<file path="config.mk">
export PLATFORM = sky130hd
export DESIGN_NAME = heater_fan_mode_controller
export DESIGN_NICKNAME = d
export VERILOG_FILES = /design/src/hfmc_pkg.sv /design/src/hfmc_tick.sv /design/src/heater_fan_mode_controller.sv
export SDC_FILE = /design/constraint.sdc
export NUM_CORES = 1
export LEC_CHECK = 0
export ABC_AREA = 1
export BUFFER_PORTS_ARGS = -buffer_cell sky130_fd_sc_hd__buf_2
export CORE_AREA = 5 5 129 193
export DETAILED_ROUTE_END_ITERATION = 8
export DIE_AREA = 0 0 134 198
export GPL_TIMING_DRIVEN = 0
export HOLD_SLACK_MARGIN = 0.05
export PLACE_DENSITY = 0.56
export SLEW_MARGIN = 20
export SYNTH_ARGS = -nofsm -noshare
export SYNTH_HDL_FRONTEND = slang
export SYNTH_SLANG_ARGS = --single-unit
</file>
<file path="constraint.sdc">
create_clock -name clk_i -period 9.23 [get_ports clk_i]
set_clock_uncertainty 0.1 [all_clocks]
set_input_delay 0.4615 -clock clk_i [delete_from_list [all_inputs] [get_ports clk_i]]
set_output_delay 0.4615 -clock clk_i [all_outputs]
set_load 0.005 [all_outputs]
</file>
<file path="src/hfmc_pkg.sv">
// Shared types and constants of the heater fan mode controller.
// No dependencies.
package hfmc_pkg;

  localparam int unsigned CfgIdxW  = 3;
  localparam int unsigned CfgDataW = 24;

  // Register indexes of the configuration port.
  localparam logic [CfgIdxW-1:0] REG_FAN_DUTY_COOL    = 3'd0;
  localparam logic [CfgIdxW-1:0] REG_FAN_DUTY_WARM    = 3'd1;
  localparam logic [CfgIdxW-1:0] REG_HEATER_FULL_DUTY = 3'd2;
  localparam logic [CfgIdxW-1:0] REG_SWING_STEPS      = 3'd3;
  localparam logic [CfgIdxW-1:0] REG_TICKS_PER_HOUR   = 3'd4;

  // Key flag bit positions.
  localparam int unsigned KEY_POWER = 0;
  localparam int unsigned KEY_SWING = 1;
  localparam int unsigned KEY_MODE  = 2;
  localparam int unsigned KEY_TIMER = 3;

  // LED bit positions inside held_leds.
  localparam int unsigned LED_MODE  = 0;
  localparam int unsigned LED_VERT  = 1;
  localparam int unsigned LED_HORIZ = 2;
  localparam int unsigned LED_TIMER = 3;

  // Configuration reset values.
  localparam logic [7:0]  FAN_DUTY_COOL_RST    = 8'd50;
  localparam logic [7:0]  FAN_DUTY_WARM_RST    = 8'd80;
  localparam logic [7:0]  HEATER_FULL_DUTY_RST = 8'd100;
  localparam logic [15:0] SWING_STEPS_RST      = 16'd200;
  localparam logic [23:0] TICKS_PER_HOUR_RST   = 24'd3600000;

  typedef enum logic [1:0] {
    AIR_OFF  = 2'd0,
    AIR_COOL = 2'd1,
    AIR_WARM = 2'd2
  } air_mode_e;

  typedef struct packed {
    logic [7:0]  fan_duty_cool;
    logic [7:0]  fan_duty_warm;
    logic [7:0]  heater_full_duty;
    logic [15:0] swing_steps;
    logic [23:0] ticks_per_hour;
  } cfg_t;

  typedef struct packed {
    logic        power;
    logic        swing_en;
    air_mode_e   air_mode;
    logic [3:0]  shutoff_hours;
    logic [3:0]  prev_keys;
    logic [1:0]  phase_idx;
    logic        swing_dir;
    logic [15:0] step_cnt;
    logic [7:0]  ramp_cnt;
    logic [23:0] tick_cnt;
    logic [3:0]  hour_cnt;
    logic [3:0]  held_phase;
    logic [3:0]  held_leds;
  } state_t;

  typedef struct packed {
    logic [7:0] fan_duty;
    logic [7:0] heater_duty;
    logic [3:0] motor_phase;
    logic [3:0] leds;
    logic       powered;
    logic       safe;
  } result_t;

endpackage

</file>
<file path="src/hfmc_tick.sv">
// Next-state and result logic for one control tick.
// Depends on hfmc_pkg.
module hfmc_tick (
  input  hfmc_pkg::cfg_t    cfg_i,
  input  hfmc_pkg::state_t  state_i,
  input  logic [3:0]        key_flags_i,
  input  logic              tilt_switch_i,
  output hfmc_pkg::state_t  state_o,
  output hfmc_pkg::result_t result_o
);
  import hfmc_pkg::*;

  state_t     s;
  logic [7:0] fan;
  logic [7:0] heat;

  always_comb begin
    s    = state_i;
    fan  = 8'd0;
    heat = 8'd0;

    if (tilt_switch_i) begin
      s.power = 1'b0;
    end else begin
      // Key edges, highest priority only.
      if (key_flags_i == 4'd0) begin
        s.prev_keys = 4'd0;
      end else if (key_flags_i != s.prev_keys) begin
        s.prev_keys = key_flags_i;
        if (key_flags_i[KEY_POWER]) begin
          s.power = ~s.power;
          if (!s.power) begin
            s.swing_en      = 1'b0;
            s.air_mode      = AIR_OFF;
            s.shutoff_hours = 4'd0;
          end
        end else if (key_flags_i[KEY_SWING] && s.power) begin
          s.swing_en = ~s.swing_en;
        end else if (key_flags_i[KEY_MODE] && s.power) begin
          s.air_mode = (s.air_mode == AIR_COOL) ? AIR_WARM : AIR_COOL;
        end else if (key_flags_i[KEY_TIMER] && s.power) begin
          s.shutoff_hours = s.shutoff_hours + 4'd1;
        end
      end

      s.held_leds = 4'd0;
      if (s.power) begin
        s.held_leds[LED_MODE]  = (s.air_mode == AIR_COOL) || (s.air_mode == AIR_WARM);
        s.held_leds[LED_VERT]  = s.swing_en && !s.swing_dir;
        s.held_leds[LED_HORIZ] = s.swing_en && s.swing_dir;
        s.held_leds[LED_TIMER] = (s.shutoff_hours != 4'd0);
      end

      // Swing stepper: drive current phase, then advance.
      if (s.swing_en && s.power) begin
        s.held_phase = 4'b0001 << s.phase_idx;
        s.phase_idx  = s.swing_dir ? (s.phase_idx - 2'd1) : (s.phase_idx + 2'd1);
        s.step_cnt   = s.step_cnt + 16'd1;
        if (s.step_cnt >= cfg_i.swing_steps) begin
          s.step_cnt  = 16'd0;
          s.swing_dir = ~s.swing_dir;
        end
      end else begin
        s.held_phase = 4'd0;
      end

      if (s.power && (s.air_mode == AIR_COOL)) begin
        fan = cfg_i.fan_duty_cool;
      end else if (s.power && (s.air_mode == AIR_WARM)) begin
        fan = cfg_i.fan_duty_warm;
      end

      // Soft heater ramp.
      if (s.power && (s.air_mode == AIR_WARM)) begin
        if (s.ramp_cnt < cfg_i.heater_full_duty) begin
          heat       = s.ramp_cnt;
          s.ramp_cnt = s.ramp_cnt + 8'd1;
        end else begin
          heat = cfg_i.heater_full_duty;
        end
      end else begin
        s.ramp_cnt = 8'd0;
      end

      // Shutoff countdown.
      if ((s.shutoff_hours != 4'd0) && s.power) begin
        s.tick_cnt = s.tick_cnt + 24'd1;
        if (s.tick_cnt >= cfg_i.ticks_per_hour) begin
          s.tick_cnt = 24'd0;
          s.hour_cnt = s.hour_cnt + 4'd1;
          if (s.hour_cnt >= s.shutoff_hours) begin
            s.power         = 1'b0;
            s.shutoff_hours = 4'd0;
            s.hour_cnt      = 4'd0;
          end
        end
      end else begin
        s.hour_cnt = 4'd0;
        s.tick_cnt = 24'd0;
      end
    end
  end

  assign state_o              = s;
  assign result_o.fan_duty    = fan;
  assign result_o.heater_duty = heat;
  assign result_o.motor_phase = s.held_phase;
  assign result_o.leds        = s.held_leds;
  assign result_o.powered     = s.power;
  assign result_o.safe        = ~tilt_switch_i;

endmodule

</file>
<file path="src/heater_fan_mode_controller.sv">
// Top level of the heater fan mode controller: handshake, state and result registers.
// Depends on hfmc_pkg and hfmc_tick.
//
// Usage:
//   Each input transfer (in_valid_i high, in_stall_o low at a rising edge) is one
//   control tick carrying the touch-key flags and the tilt switch level.
//   Each tick yields exactly one result transfer (out_valid_o high, out_stall_i low)
//   with fan and heater duty, the swing coil pattern (one-hot or zero), four LEDs, the power
//   state and the safe flag.
//   The result reaches the output register in the cycle after the input transfer.
//   Throughput: one tick per cycle unless stalled; the tick logic is a single
//   combinational pass from the state registers into the result register.
//   When the receiver stalls, the result register holds and in_stall_o rises so no
//   new tick is taken; a result leaving in the same cycle frees the slot at once.
//   Configuration writes (cfg_we_i, cfg_idx_i, cfg_data_i) take effect at the
//   clock edge; indexes beyond the register list are ignored. Write only while idle.
//   Reset clears all tick state (power off, mode off, counters zero), restores the
//   register defaults and empties the output register.
module heater_fan_mode_controller (
  input  logic                           clk_i,
  input  logic                           rst_ni,
  // Configuration write port
  input  logic                           cfg_we_i,
  input  logic [hfmc_pkg::CfgIdxW-1:0]   cfg_idx_i,
  input  logic [hfmc_pkg::CfgDataW-1:0]  cfg_data_i,
  // Input channel
  input  logic                           in_valid_i,
  output logic                           in_stall_o,
  input  logic [3:0]                     key_flags_i,
  input  logic                           tilt_switch_i,
  // Output channel
  output logic                           out_valid_o,
  input  logic                           out_stall_i,
  output logic [7:0]                     fan_duty_o,
  output logic [7:0]                     heater_duty_o,
  output logic [3:0]                     motor_phase_o,
  output logic                           mode_led_o,
  output logic                           vertical_swing_led_o,
  output logic                           horizontal_swing_led_o,
  output logic                           timer_led_o,
  output logic                           powered_o,
  output logic                           safe_o
);
  import hfmc_pkg::*;

  cfg_t    cfg_q;
  state_t  state_q, state_d;
  result_t res_q, res_d;
  logic    out_valid_q;
  logic    in_xfer;

  // Take a new tick unless a finished result is stuck at a stalled receiver.
  assign in_stall_o = out_valid_q && out_stall_i;
  assign in_xfer    = in_valid_i && !in_stall_o;

  // Configuration registers.
  always_ff @(posedge clk_i or negedge rst_ni) begin
    if (!rst_ni) begin
      cfg_q.fan_duty_cool    <= FAN_DUTY_COOL_RST;
      cfg_q.fan_duty_warm    <= FAN_DUTY_WARM_RST;
      cfg_q.heater_full_duty <= HEATER_FULL_DUTY_RST;
      cfg_q.swing_steps      <= SWING_STEPS_RST;
      cfg_q.ticks_per_hour   <= TICKS_PER_HOUR_RST;
    end else if (cfg_we_i) begin
      case (cfg_idx_i)
        REG_FAN_DUTY_COOL:    cfg_q.fan_duty_cool    <= cfg_data_i[7:0];
        REG_FAN_DUTY_WARM:    cfg_q.fan_duty_warm    <= cfg_data_i[7:0];
        REG_HEATER_FULL_DUTY: cfg_q.heater_full_duty <= cfg_data_i[7:0];
        REG_SWING_STEPS:      cfg_q.swing_steps      <= cfg_data_i[15:0];
        REG_TICKS_PER_HOUR:   cfg_q.ticks_per_hour   <= cfg_data_i[23:0];
        default: ;
      endcase
    end
  end

  // One tick of key handling, stepper, duties and shutoff timer.
  hfmc_tick u_tick (
    .cfg_i         (cfg_q),
    .state_i       (state_q),
    .key_flags_i   (key_flags_i),
    .tilt_switch_i (tilt_switch_i),
    .state_o       (state_d),
    .result_o      (res_d)
  );

  // Advance the controller state on each input transfer only.
  always_ff @(posedge clk_i or negedge rst_ni) begin
    if (!rst_ni) begin
      state_q <= '0;
    end else if (in_xfer) begin
      state_q <= state_d;
    end
  end

  // Output register: fill on input transfer, drop after output transfer.
  always_ff @(posedge clk_i or negedge rst_ni) begin
    if (!rst_ni) begin
      out_valid_q <= 1'b0;
    end else if (in_xfer) begin
      out_valid_q <= 1'b1;
    end else if (!out_stall_i) begin
      out_valid_q <= 1'b0;
    end
  end

  // Payload holds while stalled since in_xfer is low then.
  always_ff @(posedge clk_i) begin
    if (in_xfer) begin
      res_q <= res_d;
    end
  end

  assign out_valid_o            = out_valid_q;
  assign fan_duty_o             = res_q.fan_duty;
  assign heater_duty_o          = res_q.heater_duty;
  assign motor_phase_o          = res_q.motor_phase;
  assign mode_led_o             = res_q.leds[LED_MODE];
  assign vertical_swing_led_o   = res_q.leds[LED_VERT];
  assign horizontal_swing_led_o = res_q.leds[LED_HORIZ];
  assign timer_led_o            = res_q.leds[LED_TIMER];
  assign powered_o              = res_q.powered;
  assign safe_o                 = res_q.safe;

endmodule

</file>
Yosys cells after proc, flatten, opt, wreduce, memory -nomap -nowiden. Cells that the tools add are included.

$add $sub $neg: 7. Order comparisons: 4. Equality and inequality tests: 11. Shifts and indexed selects: 1. Muxes and demuxes: 35. Bitwise operators: 5. Reductions and logical operators: 30.

Operators with widths (number): $mux W8 (8); $mux W28 (2); $mux W4 (9); $add A24 B1 Y24 const B (1); $ge A24 B24 Y1 (1); $add A16 B1 Y16 const B (1); $ge A16 B16 Y1 (1); $mux W16 (1); $mux W7 (2); $mux W12 (1); $reduce_and A2 Y1 (6); $reduce_and A3 Y1 (4); $logic_and A1 B1 Y1 (11); $add A4 B1 Y4 const B (2); $add A8 B1 Y8 const B (1); $lt A8 B8 Y1 (1); $mux W1 (8); $eq A3 B2 Y1 const B (2); $mux W2 (3); $mux W6 (1); $not A1 Y1 (5); $eq A2 B1 Y1 const B (2); $ge A4 B4 Y1 (1); $logic_not A4 Y1 (1); other kinds (16) (18).

Register bits after elaboration: 166. Input bits: 37. Output and inout bits: 28. Logic and storage cells: 118.

Longest topological paths before layout. Gate-level depths: netlist (run 1).

Depth in word-level cells: 13. Depth in mapped cells: 24. Mapped depth without buffers: 24.

Modules after synthesis. A second synthesis (run 1) with hierarchy kept.

Cell total of the unflattened synthesis: 1450. Area total of the unflattened synthesis: 10543.9 µm².

By module, submodules not included: heater_fan_mode_controller (instances 1, cells an instance 634, area each 6274.8 µm², sequential area each 4311.6 µm²); hfmc_tick (instances 1, cells an instance 816, area each 4269.1 µm², sequential area each 0.0 µm²).

Worst setup path after synthesis (run 1). No wires, ideal clock.

Path kind: reg2reg. From: register state_q[12] in the netlist's numbering. To: register state_q[15] in the netlist's numbering. Library setup time: 0.076 ns. Arrival: 2.817 ns. Required time: 9.054 ns. Slack: 6.236 ns. Cell stages (with the launch flop): 24. Path buffers: 1. Period minus slack after synthesis: 2.994 ns. Cell sequence: dfrtp_1 -> ha_1 -> nand3_1 -> inv_1 -> nand2_1 -> nor2_1 -> nand3_1 -> nor2_1 -> nand2_1 -> xor2_1 -> inv_1 -> ha_1 -> nand2_1 -> inv_1 -> nand2_1 -> nand2_1 -> nand2_1 -> nand3_1 -> a21oi_1 -> nand3_1 -> inv_1 -> nand3_2 -> buf_2 -> o21ai_1.

Longest elaborated chain between the ends: 4.

Ends and longest elaborated chain: from (decl) (line heater_fan_mode_controller.sv:47) `state_t state_q, state_d;`; from (signal assigned) (line heater_fan_mode_controller.sv:91) `state_q <= state_d;`; $add A24 B1 Y24 * (line hfmc_tick.sv:87) `s.tick_cnt = s.tick_cnt + 24'd1;`; $ge A24 B24 Y1 (line hfmc_tick.sv:88) `if (s.tick_cnt >= cfg_i.ticks_per_hour) begin`; $mux W28 * (line hfmc_tick.sv:88); $mux W28 * (line hfmc_tick.sv:86) `if ((s.shutoff_hours != 4'd0) && s.power) begin`.

Mark *: on every way between the ends. The rest lies on a longest branch, timed or not. The select of a mux whose other input is x is not followed. A chain may end at the register's enable or synchronous reset.

Final worst setup path (run 1).
From: register state_q[12] in the netlist's numbering. To: register state_q[26] in the netlist's numbering.

Same word-level chain as after synthesis.

==> impl_metrics.tcl, run 1 <==
set metrics [dict create \
    wl_um 22300 \
    finalHoldViolCount 0 \
    synth-main-ff-cell "dfrtp_1" \
    yosysWarningCount 0 \
    synth_cell_types 41 \
    path_buf_inv 6 \
    first_global_vias 7703 \
    vias 7467 \
    layout_common_cells "nand2_1, inv_1, dfrtp_1, o21ai_0, buf_2" \
    setup_viol 0 \
    io_buffers 64 \
    powerDensity_nw_per_um2 221 \
    clk_latency_ns 0.44 \
    avgRoutedWirePerCell_um 14.8 \
    grt_max_degree 77 \
    coreArea_um2 22900 \
    fin_setup_tns_ns 0 \
    cp.required_ns 9.47 \
    hold_class "input pin to register" \
    clkTransAtPathRegs_ns 0.07 \
    die_h_um 198 \
    leakagePower_nw 5.38 \
    multi_input_area_um2 4140 \
    r2r-start "state_q[12]$_DFFE_PN0P_" \
    synth.avg_cell_area_um2 8.19 \
    hold_depth 3 \
    diodes 0 \
    rows 68 \
    finalCoreUtilization_pct 46.4 \
    tightest_slew_ns 0.817 \
    fin_area_um2 10600 \
    whs_ns 0.152 \
    netlist_area_um2 9290 \
    path_cells "ha_1 > nand3_1 > inv_1 > nand2_1 > nor2_1 > nand3_1 > nor2_1 > nand2_1 > xor2_1 > inv_1 > ha_1 > nand2_1 > inv_1 > nand4_1 > inv_1 > a21oi_1 > nand3_1 > inv_1 > nand3_2 > buf_2 > o22ai_1" \
    numCtsBuffers 17 \
    synth.area.top_cells "dfrtp_1, nand2_1, edfxtp_1" \
    ioPinCount 65 \
    syn2layout_area_growth_pct 14.3 \
    synth_area_leader_cell "dfrtp_1" \
    cpPeakStageDelay_ns 0.42 \
    cp_top_family "simple AND/OR/NAND/NOR gates" \
    hold_end "out_valid_o$_DFFE_PN0P_" \
    slew_headroom_pct 45.4 \
    hold_path_startpoint "out_stall_i" \
    drive_above_1_share_pct 13.2 \
    fmax_ghz 0.259 \
    placed_area_um2 10000 \
    design.die.area_um2 26500 \
    synthArstFlopShare_pct 84.3 \
    arrival_ns 4.11 \
    root_buffer "clkbuf_16" \
    cts_max_path_buffers 2 \
    outcome "finished clean" \
    gr-total-overflow 0 \
    place_congestion 0.869 \
    start_kind "register" \
    worst_r2r_endpoint "state_q[26]$_DFFE_PN0P_" \
    cp_slowest_cell "dfrtp_1" \
    worstSetupPathType "register to register" \
    fin_crit_ns 3.87 \
    ir_worst_vdd_v 0.000125 \
    nNetsFinal 1314 \
    slew_violations 0 \
    place_ws_ns 5.42 \
    rrSetupSlack_ns 5.36 \
    grt_antenna_before_repair 0 \
    drtPass1Iterations 4 \
    drv_cap 0 \
    endpoint_kind "register" \
    cts_num_sinks 166 \
    hpwl_um 17000 \
    ys_seq_elements 166 \
    setup_ws_ns 5.36 \
    die_w_um 134 \
    synth_top_area_share_pct 31.8 \
    grt_use_total_pct 18.0 \
    ctsResizeCount 0 \
    grt_pass1_wl_um 38300 \
    synthCells 1134 \
    syn_nets 1229 \
    initial_core_util_pct 40.6 \
    drt-initial-drc-count 363 \
    viasPerCell 4.94 \
    htree_levels 4 \
    ant_nets 0 \
    cts_tree "yes" \
    critical_path_peak_fanout 10 \
    worst_r2r_path_depth 21 \
    synth_edf_count 26 \
    final_common_cell "nand2_1" \
    finalCritPeriodShare_pct 41.9 \
    cp_num_cells 21 \
    regArea_um2 4310 \
    drcViolationCount 0 \
    cpMostUsedCell "inv_1" \
    ys_seq_area_share_pct 46.4 \
    rsz0062_at_grt "false" \
    fillers 2331 \
]
## cell type report
class                      count  area share [%]
multi-input combinational    754            39.0
buffer                        27            1.27
inverter                     187            6.63
sequential                   166            40.6
timing repair buffer          66            3.46
clock buffer                  17            4.01
clock inverter                15            1.70
tap                          280            3.30
## power by group
group	switching, mW	internal, mW	total (mW)
sequential	0.0884	0.892	0.980
clock	0.335	0.412	0.747
combinational	0.397	0.224	0.621
total	0.821	1.53	2.35
## cell usage after synthesis, types with 22 or more instances
| library cell | n |
|---|---|
| dfrtp_1 | 118 |
| o21ai_0 | 105 |
| nor2_1 | 56 |
| inv_1 | 180 |
| ha_1 | 58 |
| dfstp_2 | 22 |
| nand4_1 | 22 |
| edfxtp_1 | 26 |
| nand2_1 | 281 |
| a21oi_1 | 40 |
| xor2_1 | 37 |
| nand3_1 | 56 |
## timing repair
item | in CTS | in global routing
hold buffers | 1 | 0
buffers inserted | 0 | 0
hold endpoints to repair | 53 | 0
## metal layers
metal / routed length (um) / GRT usage (%) / vias to the layer above / share of wire, %
li1: - / - / 3840 / -
met1: 9580 / 21.2 / 3513 / 43
met2: 11800 / 33.6 / 85 / 53
met3: 528 / 2.97 / 29 / 2.4
met4: 402 / 5.30 / 0 / 1.8
met5: 0 / 0 / - / 0
## how the worst max path moves through the flow
stage / from / to / slack [ns]
floorplan: state_q[12]$_DFFE_PN0P_ / state_q[15]$_DFFE_PN0P_ / 6.24
global placement: state_q[12]$_DFFE_PN0P_ / state_q[26]$_DFFE_PN0P_ / 5.37
detailed placement: state_q[12]$_DFFE_PN0P_ / state_q[13]$_DFFE_PN0P_ / 5.42
CTS: state_q[12]$_DFFE_PN0P_ / state_q[26]$_DFFE_PN0P_ / 5.36
global route: state_q[12]$_DFFE_PN0P_ / state_q[26]$_DFFE_PN0P_ / 4.98
finish: state_q[12]$_DFFE_PN0P_ / state_q[26]$_DFFE_PN0P_ / 5.36
## per-stage QoR
step | total power, mW | cells
after global placement | 1.60 | 1478
after global routing | 2.52 | 1512
after detailed placement | 1.62 | 1479
final | 2.35 | 1512
after floorplan | 1.44 | 1134
after CTS | 2.38 | 1512
## kinds of logic (layout without fill, tap and decap cells)
logic type | Yosys count | count (layout) | share of synthesized area (%)
AO/OA/AOI/OAI | 200 | 200 | 11.8
XOR/XNOR | 39 | 39 | 3.68
adder cells (fa/ha/maj) | 58 | 58 | 7.81
buffers and inverters | 214 | 312 | 9.04
flip-flops | 166 | 166 | 46.4
AND/OR/NAND/NOR | 457 | 457 | 21.3
## flip-flops by register name (all words and copies together) (netlist names), 4 cells and up
register,cells
fan_duty_o,8
state_q,75
cfg_q,64
heater_duty_o,8
motor_phase_o,4
## tightest hold or removal path, delay by kind of cell
kind	cells	cell delay, ns
AND/OR/NAND/NOR	2	0.12
buffers and inverters	1	0.08
No activity file was read; power rests on OpenSTA's default activity.
==> run 2, diff against run 1 <==
==> constraint.sdc (replaced) <==
create_clock -name clk_i -period 3.7 [get_ports clk_i]
set_clock_uncertainty 0.1 [all_clocks]
set_input_delay 0.185 -clock clk_i [delete_from_list [all_inputs] [get_ports clk_i]]
set_output_delay 0.185 -clock clk_i [all_outputs]
set_load 0.005 [all_outputs]
==> impl_metrics.tcl, run 2 (synthesized netlist as in run 1, its figures left out) <==
set metrics [dict create \
    worstSetupPathType "register to register" \
    fin_crit_ns 3.45 \
    rsz0062_at_grt "true" \
    first_global_vias 7830 \
    rows 68 \
    endpoint_kind "register" \
    layout_common_cells "nand2_1, inv_1, dfrtp_1, o21ai_0, buf_2" \
    setup_viol 0 \
    clkTransAtPathRegs_ns 0.07 \
    grt_antenna_before_repair 0 \
    io_buffers 64 \
    vias 7636 \
    placed_area_um2 10000 \
    ioPinCount 65 \
    finalCritPeriodShare_pct 93.4 \
    syn2layout_area_growth_pct 18.7 \
    grt_max_degree 77 \
    avgRoutedWirePerCell_um 14.7 \
    whs_ns 0.0470 \
    wl_um 22800 \
    htree_levels 4 \
    drt-initial-drc-count 410 \
    grt_pass1_wl_um 38800 \
    tightest_slew_ns 0.796 \
    outcome "finished clean" \
    initial_core_util_pct 40.6 \
    design.die.area_um2 26500 \
    finalHoldViolCount 0 \
    cts_tree "yes" \
    drive_above_1_share_pct 14.5 \
    root_buffer "clkbuf_16" \
    start_kind "register" \
    drcViolationCount 0 \
    cts_max_path_buffers 2 \
    grt_use_total_pct 18.3 \
    hpwl_um 17000 \
    fin_area_um2 11000 \
    drv_cap 0 \
    hold_class "input pin to register" \
    slew_violations 0 \
    cts_num_sinks 166 \
    ir_worst_vdd_v 0.000312 \
    drtPass1Iterations 6 \
    powerDensity_nw_per_um2 538 \
    viasPerCell 4.94 \
    diodes 0 \
    numCtsBuffers 17 \
    coreArea_um2 22900 \
    die_w_um 134 \
    arrival_ns 3.56 \
    cp.required_ns 3.80 \
    die_h_um 198 \
    largest_reg_flops 75 \
    ant_nets 0 \
    reg_top3 "state_q (75), cfg_q (64)" \
    largest-register "state_q" \
    clk_latency_ns 0.44 \
    leakagePower_nw 5.56 \
    fmax_ghz 0.289 \
    critical_path_peak_fanout 6 \
    final_common_cell "nand2_1" \
    gr-total-overflow 0 \
    slew_headroom_pct 46.8 \
    nNetsFinal 1348 \
    place_congestion 0.869 \
]
## run 2: cell types whose count changed in the layout (fill, tap and decap cells not counted), sizes merged
cell         previous run  this run
buf                    73        78
dlygate4sd3             1        30
## run 2: report_power, final
group | internal, mW | switching [mW]
registers | 2.23 | 0.222
logic | 0.607 | 1.02
clock network | 1.03 | 0.832
## run 2: final cells by class
| type | instances | area, um^2 |
|---|---|---|
| clock inverters | 15 | 180 |
| plain buffers | 27 | 148 |
| flip-flops and latches | 166 | 4310 |
| well taps | 280 | 350 |
| clock buffers | 17 | 425 |
| repair buffers | 100 | 696 |
| fillers | 2296 | 11900 |
| inverters | 187 | 704 |
| multi-input cells | 754 | 4210 |
## run 2: routing by layer
layer | vias to the layer above | GRT usage, % | wire length [um]
met1 | 3586 | 21.4 | 9430
met2 | 114 | 34.2 | 12200
met4 | 0 | 5.26 | 393
li1 | 3907 | - | -
met5 | - | 0 | 0
met3 | 29 | 2.87 | 728
## run 2: worst max-delay path, stage by stage, from the launching register on
cell     delay (ns)
dfrtp_1        0.42
ha_2           0.23
nand3_2        0.09
inv_1          0.09
nand2_1        0.11
nor2_4         0.15
nand3_2        0.11
nor2_2         0.17
nand2_1        0.09
xor2_1         0.13
inv_1          0.07
ha_1           0.26
nand2_1        0.06
inv_1          0.05
nand4_1        0.18
inv_1          0.12
a21oi_2        0.20
buf_4          0.14
nand4_1        0.08
nand2_1        0.09
nand3_2        0.14
nand2_1        0.10
inv_1          0.04
## run 2: what timing repair did
| item | 4_1_cts | 5_1_grt |
|---|---|---|
| endpoints found under the setup margin | 25 | 49 |
| hold endpoints to repair | 109 | 0 |
| hold buffers | 30 | 0 |
| setup buffers | 0 | 5 |
| pin swaps | 0 | 5 |
| resized for setup | 3 | 19 |
## run 2: path summary, 6_finish.rpt
check / startpoint / endpoint / slack, ns / depth (start not counted)
setup / recovery: state_q[12]$_DFFE_PN0P_ / powered_o$_DFFE_PP_ / 0.25 / 22
hold / removal: cfg_data_i[2] / cfg_q[58]$_DFFE_PN0P_ / 0.05 / 3
setup reg to reg: state_q[12]$_DFFE_PN0P_ / powered_o$_DFFE_PP_ / 0.25 / 22
hold reg to reg: cfg_q[21]$_DFFE_PN1P_ / cfg_q[21]$_DFFE_PN1P_ / 0.39 / 2
max in group asynchronous: rst_ni / cfg_q[57]$_DFFE_PN1P_ / 2.53 / 3
min in group asynchronous: rst_ni / cfg_q[33]$_DFFE_PN0P_ / 0.19 / 2
## run 2: metrics by stage
stage / setup WS, ns / power [mW] / instances / TNS (ns) / util (%)
after floorplan: 0.706 / 3.58 / 1134 / 0 / -
after global placement: -0.163 / 3.99 / 1478 / -3.17 / 43.5
after detailed placement: -0.109 / 4.05 / 1479 / -1.77 / 43.7
after CTS: 0.0287 / 5.96 / 1541 / 0 / 47.7
after global routing: -0.0184 / 6.37 / 1546 / -0.0350 / 48.2
final: 0.245 / 5.93 / 1546 / 0 / 48.2
==> run 3, diff against run 2 <==
--- a/config.mk
+++ b/config.mk
@@ -8,12 +8,13 @@
 export ABC_AREA = 1
 export BUFFER_PORTS_ARGS = -buffer_cell sky130_fd_sc_hd__buf_2
 export CORE_AREA = 5 5 129 193
+export CTS_BUF_LIST = sky130_fd_sc_hd__clkbuf_2 sky130_fd_sc_hd__clkbuf_4 sky130_fd_sc_hd__clkbuf_8
 export DETAILED_ROUTE_END_ITERATION = 8
 export DIE_AREA = 0 0 134 198
 export GPL_TIMING_DRIVEN = 0
 export HOLD_SLACK_MARGIN = 0.05
 export PLACE_DENSITY = 0.56
-export SLEW_MARGIN = 20
+export SLEW_MARGIN = 10
 export SYNTH_ARGS = -nofsm -noshare
 export SYNTH_HDL_FRONTEND = slang
 export SYNTH_SLANG_ARGS = --single-unit
==> constraint.sdc (replaced) <==
create_clock -name clk_i -period 4.23 [get_ports clk_i]
set_clock_uncertainty 0.1 [all_clocks]
set_input_delay 0.2115 -clock clk_i [delete_from_list [all_inputs] [get_ports clk_i]]
set_output_delay 0.2115 -clock clk_i [all_outputs]
set_load 0.005 [all_outputs]
==> impl_metrics.tcl, run 3 (synthesized netlist as in run 1, its figures left out) <==
set metrics [dict create \
    grt_antenna_before_repair 0 \
    start_kind "register" \
    use_met2_pct 34.1 \
    cts_tree "yes" \
    finalCritPeriodShare_pct 89.0 \
    p_seq_share_pct 45.0 \
    combPwrFrac_pct 29.1 \
    cts_num_sinks 166 \
    grt_use_total_pct 18.2 \
    hpwl_um 17000 \
    p_int_mw 3.00 \
    slew_violations 0 \
    grt_pass1_wl_um 38700 \
    arrival_ns 4.05 \
    outcome "finished clean" \
    powerDensity_nw_per_um2 441 \
    power_mw 4.75 \
    ant_nets 0 \
    cts_max_path_buffers 2 \
    ir_worst_vdd_v 0.000218 \
    slew_headroom_pct 45.3 \
    fin_setup_tns_ns 0 \
    net-switching-power_mw 1.74 \
    switching_share_pct 36.7 \
    final_common_cell "nand2_1" \
    viasPerCell 4.93 \
    place_congestion 0.869 \
    cp_top_family "simple AND/OR/NAND/NOR gates" \
    rrSetupSlack_ns 0.46 \
    cpPeakStageDelay_ns 0.42 \
    design.die.area_um2 26500 \
    critical_path_peak_fanout 10 \
    setup_viol 0 \
    worstSetupPathType "register to register" \
    vias 7619 \
    clk_latency_ns 0.49 \
    tightest_slew_ns 0.818 \
    die_h_um 198 \
    clkTransAtPathRegs_ns 0.11 \
    nNetsFinal 1347 \
    cp.required_ns 4.52 \
    clkPwrFrac_pct 25.9 \
    setup_ws_ns 0.464 \
    layout_common_cells "nand2_1, inv_1, dfrtp_1, o21ai_0, buf_2" \
    finalHoldViolCount 0 \
    io_buffers 64 \
    met3_usage_pct 3.00 \
    diodes 0 \
    avgRoutedWirePerCell_um 14.6 \
    leakagePower_nw 5.43 \
    coreArea_um2 22900 \
    gr-total-overflow 0 \
    endpoint_kind "register" \
    largest-register "state_q" \
    fmax_ghz 0.266 \
    root_buffer "clkbuf_8" \
    drt-initial-drc-count 356 \
    drtPass1Iterations 6 \
    reg_top3 "state_q (75), cfg_q (64)" \
    first_global_vias 7853 \
    rsz0062_at_grt "false" \
    fin_crit_ns 3.77 \
    drv_cap 0 \
    numCtsBuffers 17 \
    ioPinCount 65 \
    grt_max_degree 77 \
    cp_slowest_cell "dfrtp_1" \
    syn2layout_area_growth_pct 15.8 \
    cpMostUsedCell "inv_1" \
    drive_above_1_share_pct 13.0 \
    initial_core_util_pct 40.6 \
    grtUsageMet1_pct 21.2 \
    largest_reg_flops 75 \
    busiest_layer "met2" \
    wl_um 22600 \
    hold_class "input pin to asynchronous set/reset pin" \
    die_w_um 134 \
    htree_levels 4 \
    drcViolationCount 0 \
    place_ws_ns 0.421 \
    path_buf_inv 6 \
    rows 68 \
    path_cells "ha_1 > nand3_1 > inv_1 > nand2_1 > nor2_2 > nand3_1 > nor2_1 > nand2_1 > xor2_1 > inv_1 > ha_1 > nand2_1 > inv_1 > nand4_1 > inv_1 > a21oi_1 > nand3_1 > inv_1 > nand3_2 > buf_2 > o22ai_1" \
]
==> run 3: cell types whose count changed in the layout (fill, tap and decap cells not counted), sizes merged <==
cell | previous run | this run
dlygate4sd3 | 30 | 34
buf | 78 | 73
==> run 3: worst paths after layout <==
check / startpoint / end / cells after the start
min reg2reg: cfg_q[21]$_DFFE_PN1P_ / cfg_q[21]$_DFFE_PN1P_ / 2
max in group asynchronous: rst_ni / cfg_q[57]$_DFFE_PN1P_ / 3
max: state_q[12]$_DFFE_PN0P_ / state_q[26]$_DFFE_PN0P_ / 21
min: rst_ni / cfg_q[33]$_DFFE_PN0P_ / 2
min in group clk_i: cfg_idx_i[0] / cfg_q[41]$_DFFE_PN0P_ / 4
max reg2reg: state_q[12]$_DFFE_PN0P_ / state_q[26]$_DFFE_PN0P_ / 21
==> run 3: timing repair <==
action,in CTS,in global routing
hold buffers,34,0
setup endpoints to repair,0,5
resized for setup,0,1
hold endpoints to repair,135,0
buffers inserted,0,0
==> run 3: worst reg2reg max path, delay by kind of cell (launching register included) <==
kind            cells  cell delay (ns)
compound gates      2             0.42
xor+xnor            1             0.14
fa+ha+maj           2             0.46
buf+inv             6             0.74
flops               1             0.42
simple gates       10             1.40
==> run 3: metal layers <==
layer	routed length, um	share of wire, %
met1	9570	42
met2	12100	53
met3	570	2.5
met4	394	1.7
met5	0	0
==> run 3: cell type report <==
| class | count | area (um^2) |
|---|---|---|
| multi-input combinational | 754 | 4150 |
| timing repair buffer | 99 | 698 |
| fill | 2329 | 12100 |
| tap | 280 | 350 |
| clock inverter | 15 | 180 |
| clock buffer | 17 | 234 |
| sequential | 166 | 4310 |
| inverter | 187 | 704 |
| buffer | 27 | 135 |
==> run 3: metrics by stage <==
step                cell area, um^2  hold slack [ns]  cells  utilization [%]
CTS                           10800            0.129   1545             47.0
floorplan                      9290           -0.184   1134                -
global placement               9960            0.328   1478             43.5
global route                  10800            0.177   1545             47.0
finish                        10800            0.144   1545             47.0
detailed placement            10000            0.103   1479             43.7
==> run 3: power by group through the flow <==
stage | Sequential [mW] | Clock (mW) | Combinational [mW]
5_1_grt | 2.18 | 1.32 | 1.62
3_3_place_gp | 2.16 | 0 | 1.33
3_5_place_dp | 2.16 | 0 | 1.38
4_1_cts | 2.14 | 1.27 | 1.41
6_report | 2.14 | 1.23 | 1.38
2_1_floorplan | 2.12 | 0 | 1.02
